`src/hdl/refcounted_id_slot_allocator_core_assert.svh`:
```
// assertion macros for the refcounted identifier slot allocator
// expects clk and arst_n in the scope of each use
`ifndef REFCOUNTED_ID_SLOT_ALLOCATOR_CORE_ASSERT_SVH
`define REFCOUNTED_ID_SLOT_ALLOCATOR_CORE_ASSERT_SVH
`ifndef SYNTH
// same-cycle implication, disabled during reset
`define RCSA_ASSERT_IMP(lbl, ante, cons, msg) \
	lbl: assert property (@(posedge clk) disable iff (!arst_n) (ante) |-> (cons)) \
		else $error(msg);
// next-cycle implication, disabled during reset
`define RCSA_ASSERT_NXT(lbl, ante, cons, msg) \
	lbl: assert property (@(posedge clk) disable iff (!arst_n) (ante) |=> (cons)) \
		else $error(msg);
`else
`define RCSA_ASSERT_IMP(lbl, ante, cons, msg)
`define RCSA_ASSERT_NXT(lbl, ante, cons, msg)
`endif
`endif

```
`src/hdl/rcsa_pkg.sv`:
```
// shared types and constants for the refcounted identifier slot allocator
// no dependencies
`timescale 1ns / 1ps

package rcsa_pkg;

	localparam int ENTRIES     = 16;
	localparam int COUNT_WIDTH = 16;
	localparam int IDX_W       = (ENTRIES > 1) ? $clog2(ENTRIES) : 1;
	localparam int KEY_W       = 64;
	localparam int OP_W        = 2;
	localparam int SLOT_W      = 4;
	localparam int OUT_CNT_W   = 16;
	localparam int STATUS_W    = 2;

	localparam logic [OP_W-1:0] OP_REGISTER   = 2'd0;
	localparam logic [OP_W-1:0] OP_UNREGISTER = 2'd1;
	localparam logic [OP_W-1:0] OP_QUERY      = 2'd2;

	localparam logic [STATUS_W-1:0] ST_OK        = 2'd0;
	localparam logic [STATUS_W-1:0] ST_FULL      = 2'd1;
	localparam logic [STATUS_W-1:0] ST_UNKNOWN   = 2'd2;
	localparam logic [STATUS_W-1:0] ST_SATURATED = 2'd3;

	localparam logic [COUNT_WIDTH-1:0] CNT_MAX = '1;
	localparam logic [COUNT_WIDTH-1:0] CNT_ONE = COUNT_WIDTH'(1);

	typedef struct packed {
		logic [KEY_W-1:0]       key;
		logic [COUNT_WIDTH-1:0] cnt;
	} ent_t;

	localparam int ENT_W = $bits(ent_t);

	typedef struct packed {
		logic             we;
		logic [IDX_W-1:0] waddr;
		ent_t             wdata;
		logic             re;
		logic [IDX_W-1:0] raddr;
	} mem_req_t;

	typedef struct packed {
		logic [SLOT_W-1:0]    slot;
		logic                 held;
		logic [OUT_CNT_W-1:0] refcnt;
		logic [STATUS_W-1:0]  status;
	} res_t;

endpackage

```
`src/hdl/rcsa_ram.sv`:
```
// generic single-write, single-read synchronous ram, registered read data
// no dependencies
`timescale 1ns / 1ps

module rcsa_ram #(
	parameter int WIDTH = 8,
	parameter int DEPTH = 16,
	parameter int AW    = 4
) (
	input  logic             clk,
	input  logic             we,
	input  logic [AW-1:0]    waddr,
	input  logic [WIDTH-1:0] wdata,
	input  logic             re,
	input  logic [AW-1:0]    raddr,
	output logic [WIDTH-1:0] rdata
);

	logic [WIDTH-1:0] mem [DEPTH];

	always_ff @(posedge clk) begin
		if (we) begin
			mem[waddr] <= wdata;
		end
	end

	always_ff @(posedge clk) begin
		if (re) begin
			rdata <= mem[raddr];
		end
	end

endmodule

```
`src/hdl/rcsa_seq.sv`:
```
// request sequencer: scans the slot ram, tracks match and free slot, commits the update
// depends on rcsa_pkg
`timescale 1ns / 1ps

module rcsa_seq (
	input  logic                              clk,
	input  logic                              arst_n,
	input  logic                              req_valid,
	output logic                              req_ready,
	input  logic [rcsa_pkg::OP_W-1:0]         req_op,
	input  logic [rcsa_pkg::KEY_W-1:0]        req_ident,
	output rcsa_pkg::mem_req_t                mem,
	input  logic [rcsa_pkg::ENT_W-1:0]        mem_rdata,
	output logic                              res_valid,
	input  logic                              res_ready,
	output rcsa_pkg::res_t                    res
);
	import rcsa_pkg::*;

	localparam logic [1:0] S_IDLE   = 2'd0;
	localparam logic [1:0] S_SCAN   = 2'd1;
	localparam logic [1:0] S_DECIDE = 2'd2;

	localparam logic [IDX_W:0]   CNT_END  = (IDX_W+1)'(ENTRIES);
	localparam logic [IDX_W-1:0] IDX_LAST = IDX_W'(ENTRIES - 1);

	logic [1:0]             state_q;
	logic [OP_W-1:0]        op_q;
	logic [KEY_W-1:0]       ident_q;
	logic [IDX_W:0]         rd_cnt_q;
	logic                   cmp_vld_s1;
	logic [IDX_W-1:0]       cmp_idx_s1;
	logic [ENTRIES-1:0]     used_q;
	logic                   hit_q;
	logic [IDX_W-1:0]       hit_idx_q;
	logic [COUNT_WIDTH-1:0] hit_cnt_q;
	logic                   free_q;
	logic [IDX_W-1:0]       free_idx_q;

	ent_t                   rd_ent;
	logic                   issue;
	logic                   cmp_used;
	logic                   cmp_hit;
	logic                   cmp_free;
	logic                   last_cmp;
	logic                   commit;
	logic                   wr_en;
	logic [IDX_W-1:0]       wr_idx;
	logic [COUNT_WIDTH-1:0] wr_cnt;
	logic                   set_used;
	logic                   clr_used;

	assign rd_ent    = ent_t'(mem_rdata);
	assign req_ready = (state_q == S_IDLE);
	assign res_valid = (state_q == S_DECIDE);
	assign commit    = res_valid && res_ready;

	assign issue    = (state_q == S_SCAN) && (rd_cnt_q < CNT_END);
	assign cmp_used = used_q[cmp_idx_s1];
	assign cmp_hit  = cmp_vld_s1 && cmp_used && (rd_ent.key == ident_q);
	assign cmp_free = cmp_vld_s1 && !cmp_used;
	assign last_cmp = cmp_vld_s1 && (cmp_idx_s1 == IDX_LAST);

	always_comb begin
		mem.re          = issue;
		mem.raddr       = rd_cnt_q[IDX_W-1:0];
		mem.we          = wr_en && commit;
		mem.waddr       = wr_idx;
		mem.wdata.key   = ident_q;
		mem.wdata.cnt   = wr_cnt;
	end

	// outcome of the request from the scan summary
	always_comb begin
		res       = '0;
		wr_en     = 1'b0;
		wr_idx    = hit_idx_q;
		wr_cnt    = hit_cnt_q;
		set_used  = 1'b0;
		clr_used  = 1'b0;
		case (op_q)
			OP_REGISTER: begin
				if (hit_q) begin
					res.slot = SLOT_W'(hit_idx_q);
					res.held = 1'b1;
					if (hit_cnt_q == CNT_MAX) begin
						res.refcnt = OUT_CNT_W'(hit_cnt_q);
						res.status = ST_SATURATED;
					end else begin
						wr_en      = 1'b1;
						wr_cnt     = hit_cnt_q + CNT_ONE;
						res.refcnt = OUT_CNT_W'(wr_cnt);
						res.status = ST_OK;
					end
				end else if (free_q) begin
					wr_en      = 1'b1;
					wr_idx     = free_idx_q;
					wr_cnt     = CNT_ONE;
					set_used   = 1'b1;
					res.slot   = SLOT_W'(free_idx_q);
					res.held   = 1'b1;
					res.refcnt = OUT_CNT_W'(CNT_ONE);
					res.status = ST_OK;
				end else begin
					res.status = ST_FULL;
				end
			end
			OP_UNREGISTER: begin
				if (!hit_q) begin
					res.status = ST_UNKNOWN;
				end else if (hit_cnt_q <= CNT_ONE) begin
					clr_used   = 1'b1;
					res.status = ST_OK;
				end else begin
					wr_en      = 1'b1;
					wr_cnt     = hit_cnt_q - CNT_ONE;
					res.slot   = SLOT_W'(hit_idx_q);
					res.held   = 1'b1;
					res.refcnt = OUT_CNT_W'(wr_cnt);
					res.status = ST_OK;
				end
			end
			default: begin
				if (hit_q) begin
					res.slot   = SLOT_W'(hit_idx_q);
					res.held   = 1'b1;
					res.refcnt = OUT_CNT_W'(hit_cnt_q);
					res.status = ST_OK;
				end else begin
					res.status = ST_UNKNOWN;
				end
			end
		endcase
	end

	// control state
	always_ff @(posedge clk or negedge arst_n) begin
		if (!arst_n) begin
			state_q    <= S_IDLE;
			rd_cnt_q   <= '0;
			cmp_vld_s1 <= 1'b0;
			hit_q      <= 1'b0;
			free_q     <= 1'b0;
			used_q     <= '0;
		end else begin
			cmp_vld_s1 <= issue;
			case (state_q)
				S_IDLE: begin
					if (req_valid) begin
						state_q  <= S_SCAN;
						rd_cnt_q <= '0;
						hit_q    <= 1'b0;
						free_q   <= 1'b0;
					end
				end
				S_SCAN: begin
					if (issue) begin
						rd_cnt_q <= rd_cnt_q + 1'b1;
					end
					if (cmp_hit) begin
						hit_q <= 1'b1;
					end
					if (cmp_free) begin
						free_q <= 1'b1;
					end
					if (last_cmp) begin
						state_q <= S_DECIDE;
					end
				end
				S_DECIDE: begin
					if (commit) begin
						state_q <= S_IDLE;
						if (set_used) begin
							used_q[free_idx_q] <= 1'b1;
						end
						if (clr_used) begin
							used_q[hit_idx_q] <= 1'b0;
						end
					end
				end
				default: begin
					state_q <= S_IDLE;
				end
			endcase
		end
	end

	// request and scan payload
	always_ff @(posedge clk) begin
		cmp_idx_s1 <= rd_cnt_q[IDX_W-1:0];
		if (req_valid && req_ready) begin
			op_q    <= req_op;
			ident_q <= req_ident;
		end
		// first match and first free slot win
		if (cmp_hit && !hit_q) begin
			hit_idx_q <= cmp_idx_s1;
			hit_cnt_q <= rd_ent.cnt;
		end
		if (cmp_free && !free_q) begin
			free_idx_q <= cmp_idx_s1;
		end
	end

endmodule

```
`src/hdl/refcounted_id_slot_allocator_core.sv`:
```
// each request is scanned slot by slot, then decided and committed to the output register
// a new request is taken only after the last one commits; the scan reads one slot a cycle
// the scan is one read per slot through the single ram read port, then the commit in decide
// the output register holds a result while the next request is taken in
// reset: arst_n clears all slot-used bits, the sequencer and the output valid; ram holds junk
`timescale 1ns / 1ps

`include "refcounted_id_slot_allocator_core_assert.svh"

module refcounted_id_slot_allocator_core (
	input  logic                                clk,
	input  logic                                arst_n,
	input  logic                                in_valid,
	output logic                                in_ready,
	input  logic [rcsa_pkg::OP_W-1:0]           opcode,
	input  logic [rcsa_pkg::KEY_W-1:0]          ident,
	output logic                                out_valid,
	input  logic                                out_ready,
	output logic [rcsa_pkg::SLOT_W-1:0]         slot,
	output logic                                held,
	output logic [rcsa_pkg::OUT_CNT_W-1:0]      refcnt,
	output logic [rcsa_pkg::STATUS_W-1:0]       status
);
	import rcsa_pkg::*;

	// sequencer to ram
	mem_req_t         mem;
	logic [ENT_W-1:0] mem_rdata;

	// sequencer to output register
	logic res_valid;
	logic res_ready;
	res_t res;

	// output register
	logic out_valid_q;
	res_t out_q;

	// slot table: key and count per slot, one read and one write a cycle
	rcsa_ram #(
		.WIDTH (ENT_W),
		.DEPTH (ENTRIES),
		.AW    (IDX_W)
	) u_ram (
		.clk   (clk),
		.we    (mem.we),
		.waddr (mem.waddr),
		.wdata (mem.wdata),
		.re    (mem.re),
		.raddr (mem.raddr),
		.rdata (mem_rdata)
	);

	// scan, decide and commit; the only writer of the table so no overlap of accesses
	rcsa_seq u_seq (
		.clk       (clk),
		.arst_n    (arst_n),
		.req_valid (in_valid),
		.req_ready (in_ready),
		.req_op    (opcode),
		.req_ident (ident),
		.mem       (mem),
		.mem_rdata (mem_rdata),
		.res_valid (res_valid),
		.res_ready (res_ready),
		.res       (res)
	);

	// commit only when the output slot is free or being emptied this cycle
	assign res_ready = !out_valid_q || out_ready;

	always_ff @(posedge clk or negedge arst_n) begin
		if (!arst_n) begin
			out_valid_q <= 1'b0;
		end else if (res_ready) begin
			out_valid_q <= res_valid;
		end
	end

	always_ff @(posedge clk) begin
		if (res_valid && res_ready) begin
			out_q <= res;
		end
	end

	assign out_valid = out_valid_q;
	assign slot      = out_q.slot;
	assign held      = out_q.held;
	assign refcnt    = out_q.refcnt;
	assign status    = out_q.status;

	// a full table never reports a slot
	`RCSA_ASSERT_IMP(a_full_empty, out_valid && (status == ST_FULL), !held && (slot == '0) && (refcnt == '0), "full result carries a slot")
	// a released or unknown identifier reports no count
	`RCSA_ASSERT_IMP(a_unheld_zero, out_valid && !held, (refcnt == '0) && (slot == '0), "unheld result carries a count")
	// a saturated count is held at its ceiling
	`RCSA_ASSERT_IMP(a_sat_held, out_valid && (status == ST_SATURATED), held && (refcnt == OUT_CNT_W'(CNT_MAX)), "saturated result below ceiling")
	// an accepted request keeps the block busy for its scan
	`RCSA_ASSERT_NXT(a_busy_after_req, in_valid && in_ready, !in_ready, "request taken during scan")

endmodule

```
`config.mk`:
```
export PLATFORM = sky130hd
export DESIGN_NAME = refcounted_id_slot_allocator_core
export DESIGN_NICKNAME = d
export VERILOG_FILES = /design/src/hdl/rcsa_pkg.sv /design/src/hdl/rcsa_ram.sv /design/src/hdl/rcsa_seq.sv /design/src/hdl/refcounted_id_slot_allocator_core.sv
export VERILOG_INCLUDE_DIRS = /design/src /design/src/hdl
export SDC_FILE = /design/constraint.sdc
export NUM_CORES = 1
export LEC_CHECK = 0
export BUFFER_PORTS_ARGS = -buffer_cell sky130_fd_sc_hd__buf_4
export CORE_MARGIN = 2
export CORE_UTILIZATION = 45
export DETAILED_ROUTE_END_ITERATION = 7
export PLACE_DENSITY = 0.72
export REMOVE_ABC_BUFFERS = 1
export SYNTH_ARGS = -nofsm -noshare
export SYNTH_HDL_FRONTEND = slang
export SYNTH_SLANG_ARGS = --single-unit
```
`constraint.sdc`:
```
create_clock -name clk -period 6.2 [get_ports clk]
set_input_delay 1.55 -clock clk [delete_from_list [all_inputs] [get_ports clk]]
set_output_delay 1.55 -clock clk [all_outputs]
set_load 0.1 [all_outputs]
```
==> flow_summary.json <==
{
  "route.vias.total": 26635,
  "r2r_cells": 9,
  "drt.antenna.violating_nets": 0,
  "nets": 2758,
  "synth_common_cells": "1473 x edfxtp_1, 404 x mux4_2, 66 x clkbuf_1",
  "firstDrtPassIters": 5,
  "r2r-end": "u_ram.mem[3][58]",
  "port_buffers": 94,
  "wl_met1_um": 50000,
  "ff_latch_area_um2": 45000,
  "skew_ns": 0.0368,
  "synth_flop_cell": "edfxtp_1",
  "grt_max_degree": 93,
  "wl_per_cell_um": 27.7,
  "die_w_um": 361,
  "rsz0062_at_grt": "no",
  "cp_max_fo": 21,
  "netlist_area_um2": 57400,
  "fillers": 9570,
  "path_delay_family": "compound AO/OA/AOI/OAI gates",
  "synth_cell_types": 71,
  "fmax_ghz": 0.233,
  "totalWireLength_um": 124000,
  "grtUsageTotal": 0.192,
  "cp_common_cell": "o21ai_1",
  "synth-compound-area-share": 0.0161,
  "crit-reg2reg-launch": "u_seq.hit_cnt_q[0]",
  "power_leakage_nw": 20.4,
  "multi_input_area_um2": 12000,
  "cts_resized": 0,
  "hold_buffers": 0,
  "hp-start": "u_ram.rdata[14]",
  "cp.required_ns": 6.61,
  "yosys.area_share.adder": 0.00109,
  "muxShareOfSynthArea": 0.159,
  "utilization": 0.516,
  "drc": 0,
  "met3_length_um": 8460,
  "ctsHtreeMaxLevel": 4,
  "post-route-min-period_ns": 4.28,
  "io_pins": 95,
  "synth_edf_count": 1473,
  "tightestPinTransition_ns": 1.29,
  "clock_path_buffers": 3,
  "synth-simple-area-share": 0.0219,
  "vias_per_cell": 5.96,
  "cts.sinks": 1504,
  "period_share": 0.691,
  "initial_core_util": 0.452,
  "cap_violations": 0,
  "critPathCaptureType": "flop",
  "grt_pass1_vias": 27571,
  "criticalPathCategory": "flop to flop",
  "ctsRootBufferMaster": "clkbuf_16",
  "gp_congestion": 0.832,
  "clk_latency_ns": 0.75,
  "wl_met2_um": 63100,
  "cts_setup_buffers": 0,
  "cp-start-kind": "flop",
  "slew_headroom": 0.137,
  "synth_top_area_cell": "edfxtp_1",
  "netlist_instances": 2494,
  "critPathArrivalTime_ns": 4.70,
  "peakVddDrop_v": 0.000261,
  "drive_above_1_share": 0.292,
  "crit_slowest_cell": "nor2_4",
  "die_y_um": 361,
  "drt_iter0_drc": 2995,
  "clk_pin_slew_worst_paths_ns": 0.06,
  "crit_start": "u_seq.hit_cnt_q[0]",
  "synth_top_family_by_area": "multiplexers",
  "numCtsBuffers": 149,
  "synth_area_leaders": "edfxtp_1 77%, mux4_2 16%, dfrtp_1 1.2%, a21oi_1 0.45%, clkbuf_1 0.43%",
  "hold_ws_ns": 0.421,
  "drv_slew": 0,
  "worstPathCellList": "inv_1 > ha_1 > nor2_1 > nand4b_2 > o21ai_1 > a2111oi_2 > o21ai_1 > nor2_4 > buf_4",
  "critPathMaxStageDelay_ns": 0.80,
  "ys_seq_area_frac": 0.783,
  "avgSynthCellArea_um2": 23.0,
  "hpwl_um": 67300,
  "hold_depth": 0,
  "setup_violations": 0,
  "ys_async_sr_fraction": 0.0180,
  "core_area_um2": 127000,
  "worst-path-buf-inv": 2,
  "grt_pass1_wl_um": 185000,
  "ys_ff_latch": 1504,
  "num_rows": 131,
  "yosysTopAreaCellShare": 0.770,
  "top_layer_used": "met4",
  "grt_antenna_before_repair": 1,
  "syn2layout_area_growth_pct": 14.2,
  "hold_end": "u_seq.hit_cnt_q[14]",
  "hp-class": "flop to flop",
  "dieArea_um2": 131000,
  "ys_warn_count": 0,
  "r2r_slack_ns": 1.92,
  "tritoncts": "built",
  "powerDensity_nw_per_um2": 381,
  "antenna_cells": 0,
  "grt_overflow": 0,
  "hold_violations": 0,
  "synth_xor_area_frac": 0.00747,
  "status": "finished, final reports clean",
  "yosysMostFrequentCell": "edfxtp_1"
}
[power by group]
group,leakage (nW),internal (mW),switching [mW],total (mW)
clock network,2.38,5.13,3.81,8.95
logic,4.40,2.57,1.92,4.50
registers,13.6,11.2,0.323,11.5
total,20.4,18.9,6.06,25.0
[routing by layer]
metal / GRT usage / vias to the layer above
met5: 0 / -
met4: 0.0478 / 0
met3: 0.0324 / 175
met2: 0.321 / 1192
met1: 0.265 / 14283
li1: - / 10985
[sequential cells by signal (all words and copies together) (netlist names), 5 cells and up]
register         count
u_ram.mem         1280
u_ram.rdata         80
u_seq.ident_q       64
u_seq.used_q        16
u_seq.hit_cnt_q     16
u_seq.rd_cnt_q       5
refcnt              16
[cell type report]
type / instances / share of cell area
clock buffer: 182 / 0.0599
clock inverter: 94 / 0.0146
sequential: 1504 / 0.686
multi-input combinational: 839 / 0.182
timing repair buffer: 158 / 0.0234
tap: 1662 / 0.0317
inverter: 31 / 0.00177
[logic make-up (layout without fill, tap and decap cells)]
logic type | after synthesis | count (layout)
AO/OA/AOI/OAI | 144 | 144
XOR/XNOR | 49 | 49
adder cells (fa/ha/maj) | 5 | 5
buffers and inverters | 151 | 465
flip-flops | 1504 | 1504
multiplexers | 409 | 409
AND/OR/NAND/NOR | 232 | 232
[worst max-delay path by stage]
| stage | slack (ns) | endpoint | depth (start not counted) |
|---|---|---|---|
| global route | 1.75 | u_ram.mem[3][58] | 9 |
| global placement | 1.43 | u_ram.mem[1][24] | 7 |
| detailed placement | 1.41 | u_ram.mem[1][24] | 7 |
| finish | 1.92 | u_ram.mem[3][58] | 9 |
| CTS | 1.99 | u_ram.mem[3][44] | 9 |
| floorplan | -7.33 | u_ram.rdata[0] | 2 |
[metrics by stage]
stage | cells | power, mW | instance area, µm² | TNS (ns) | setup slack (ns)
5_1_grt | 4470 | 25.8 | 65600 | 0 | 1.75
3_3_place_gp | 4194 | 16.2 | 60700 | 0 | 1.43
3_5_place_dp | 4194 | 16.3 | 60700 | 0 | 1.41
6_report | 4470 | 25.0 | 65600 | 0 | 1.92
2_1_floorplan | 2374 | 15.7 | 56900 | -832.58 | -7.33
4_1_cts | 4470 | 25.2 | 65600 | 0 | 1.99
[layout by cell type (no fill, tap or decap), drive strengths merged, types with 25 or more instances in the layout]
cell type / n
buf: 158
clkbuf: 182
nor2: 56
xor2: 27
edfxtp: 1473
dfrtp: 27
inv: 38
mux4: 404
nand2: 59
nor3: 25
o21ai: 27
a21oi: 52
clkinv: 68
Power figures use the tool's default switching activity.
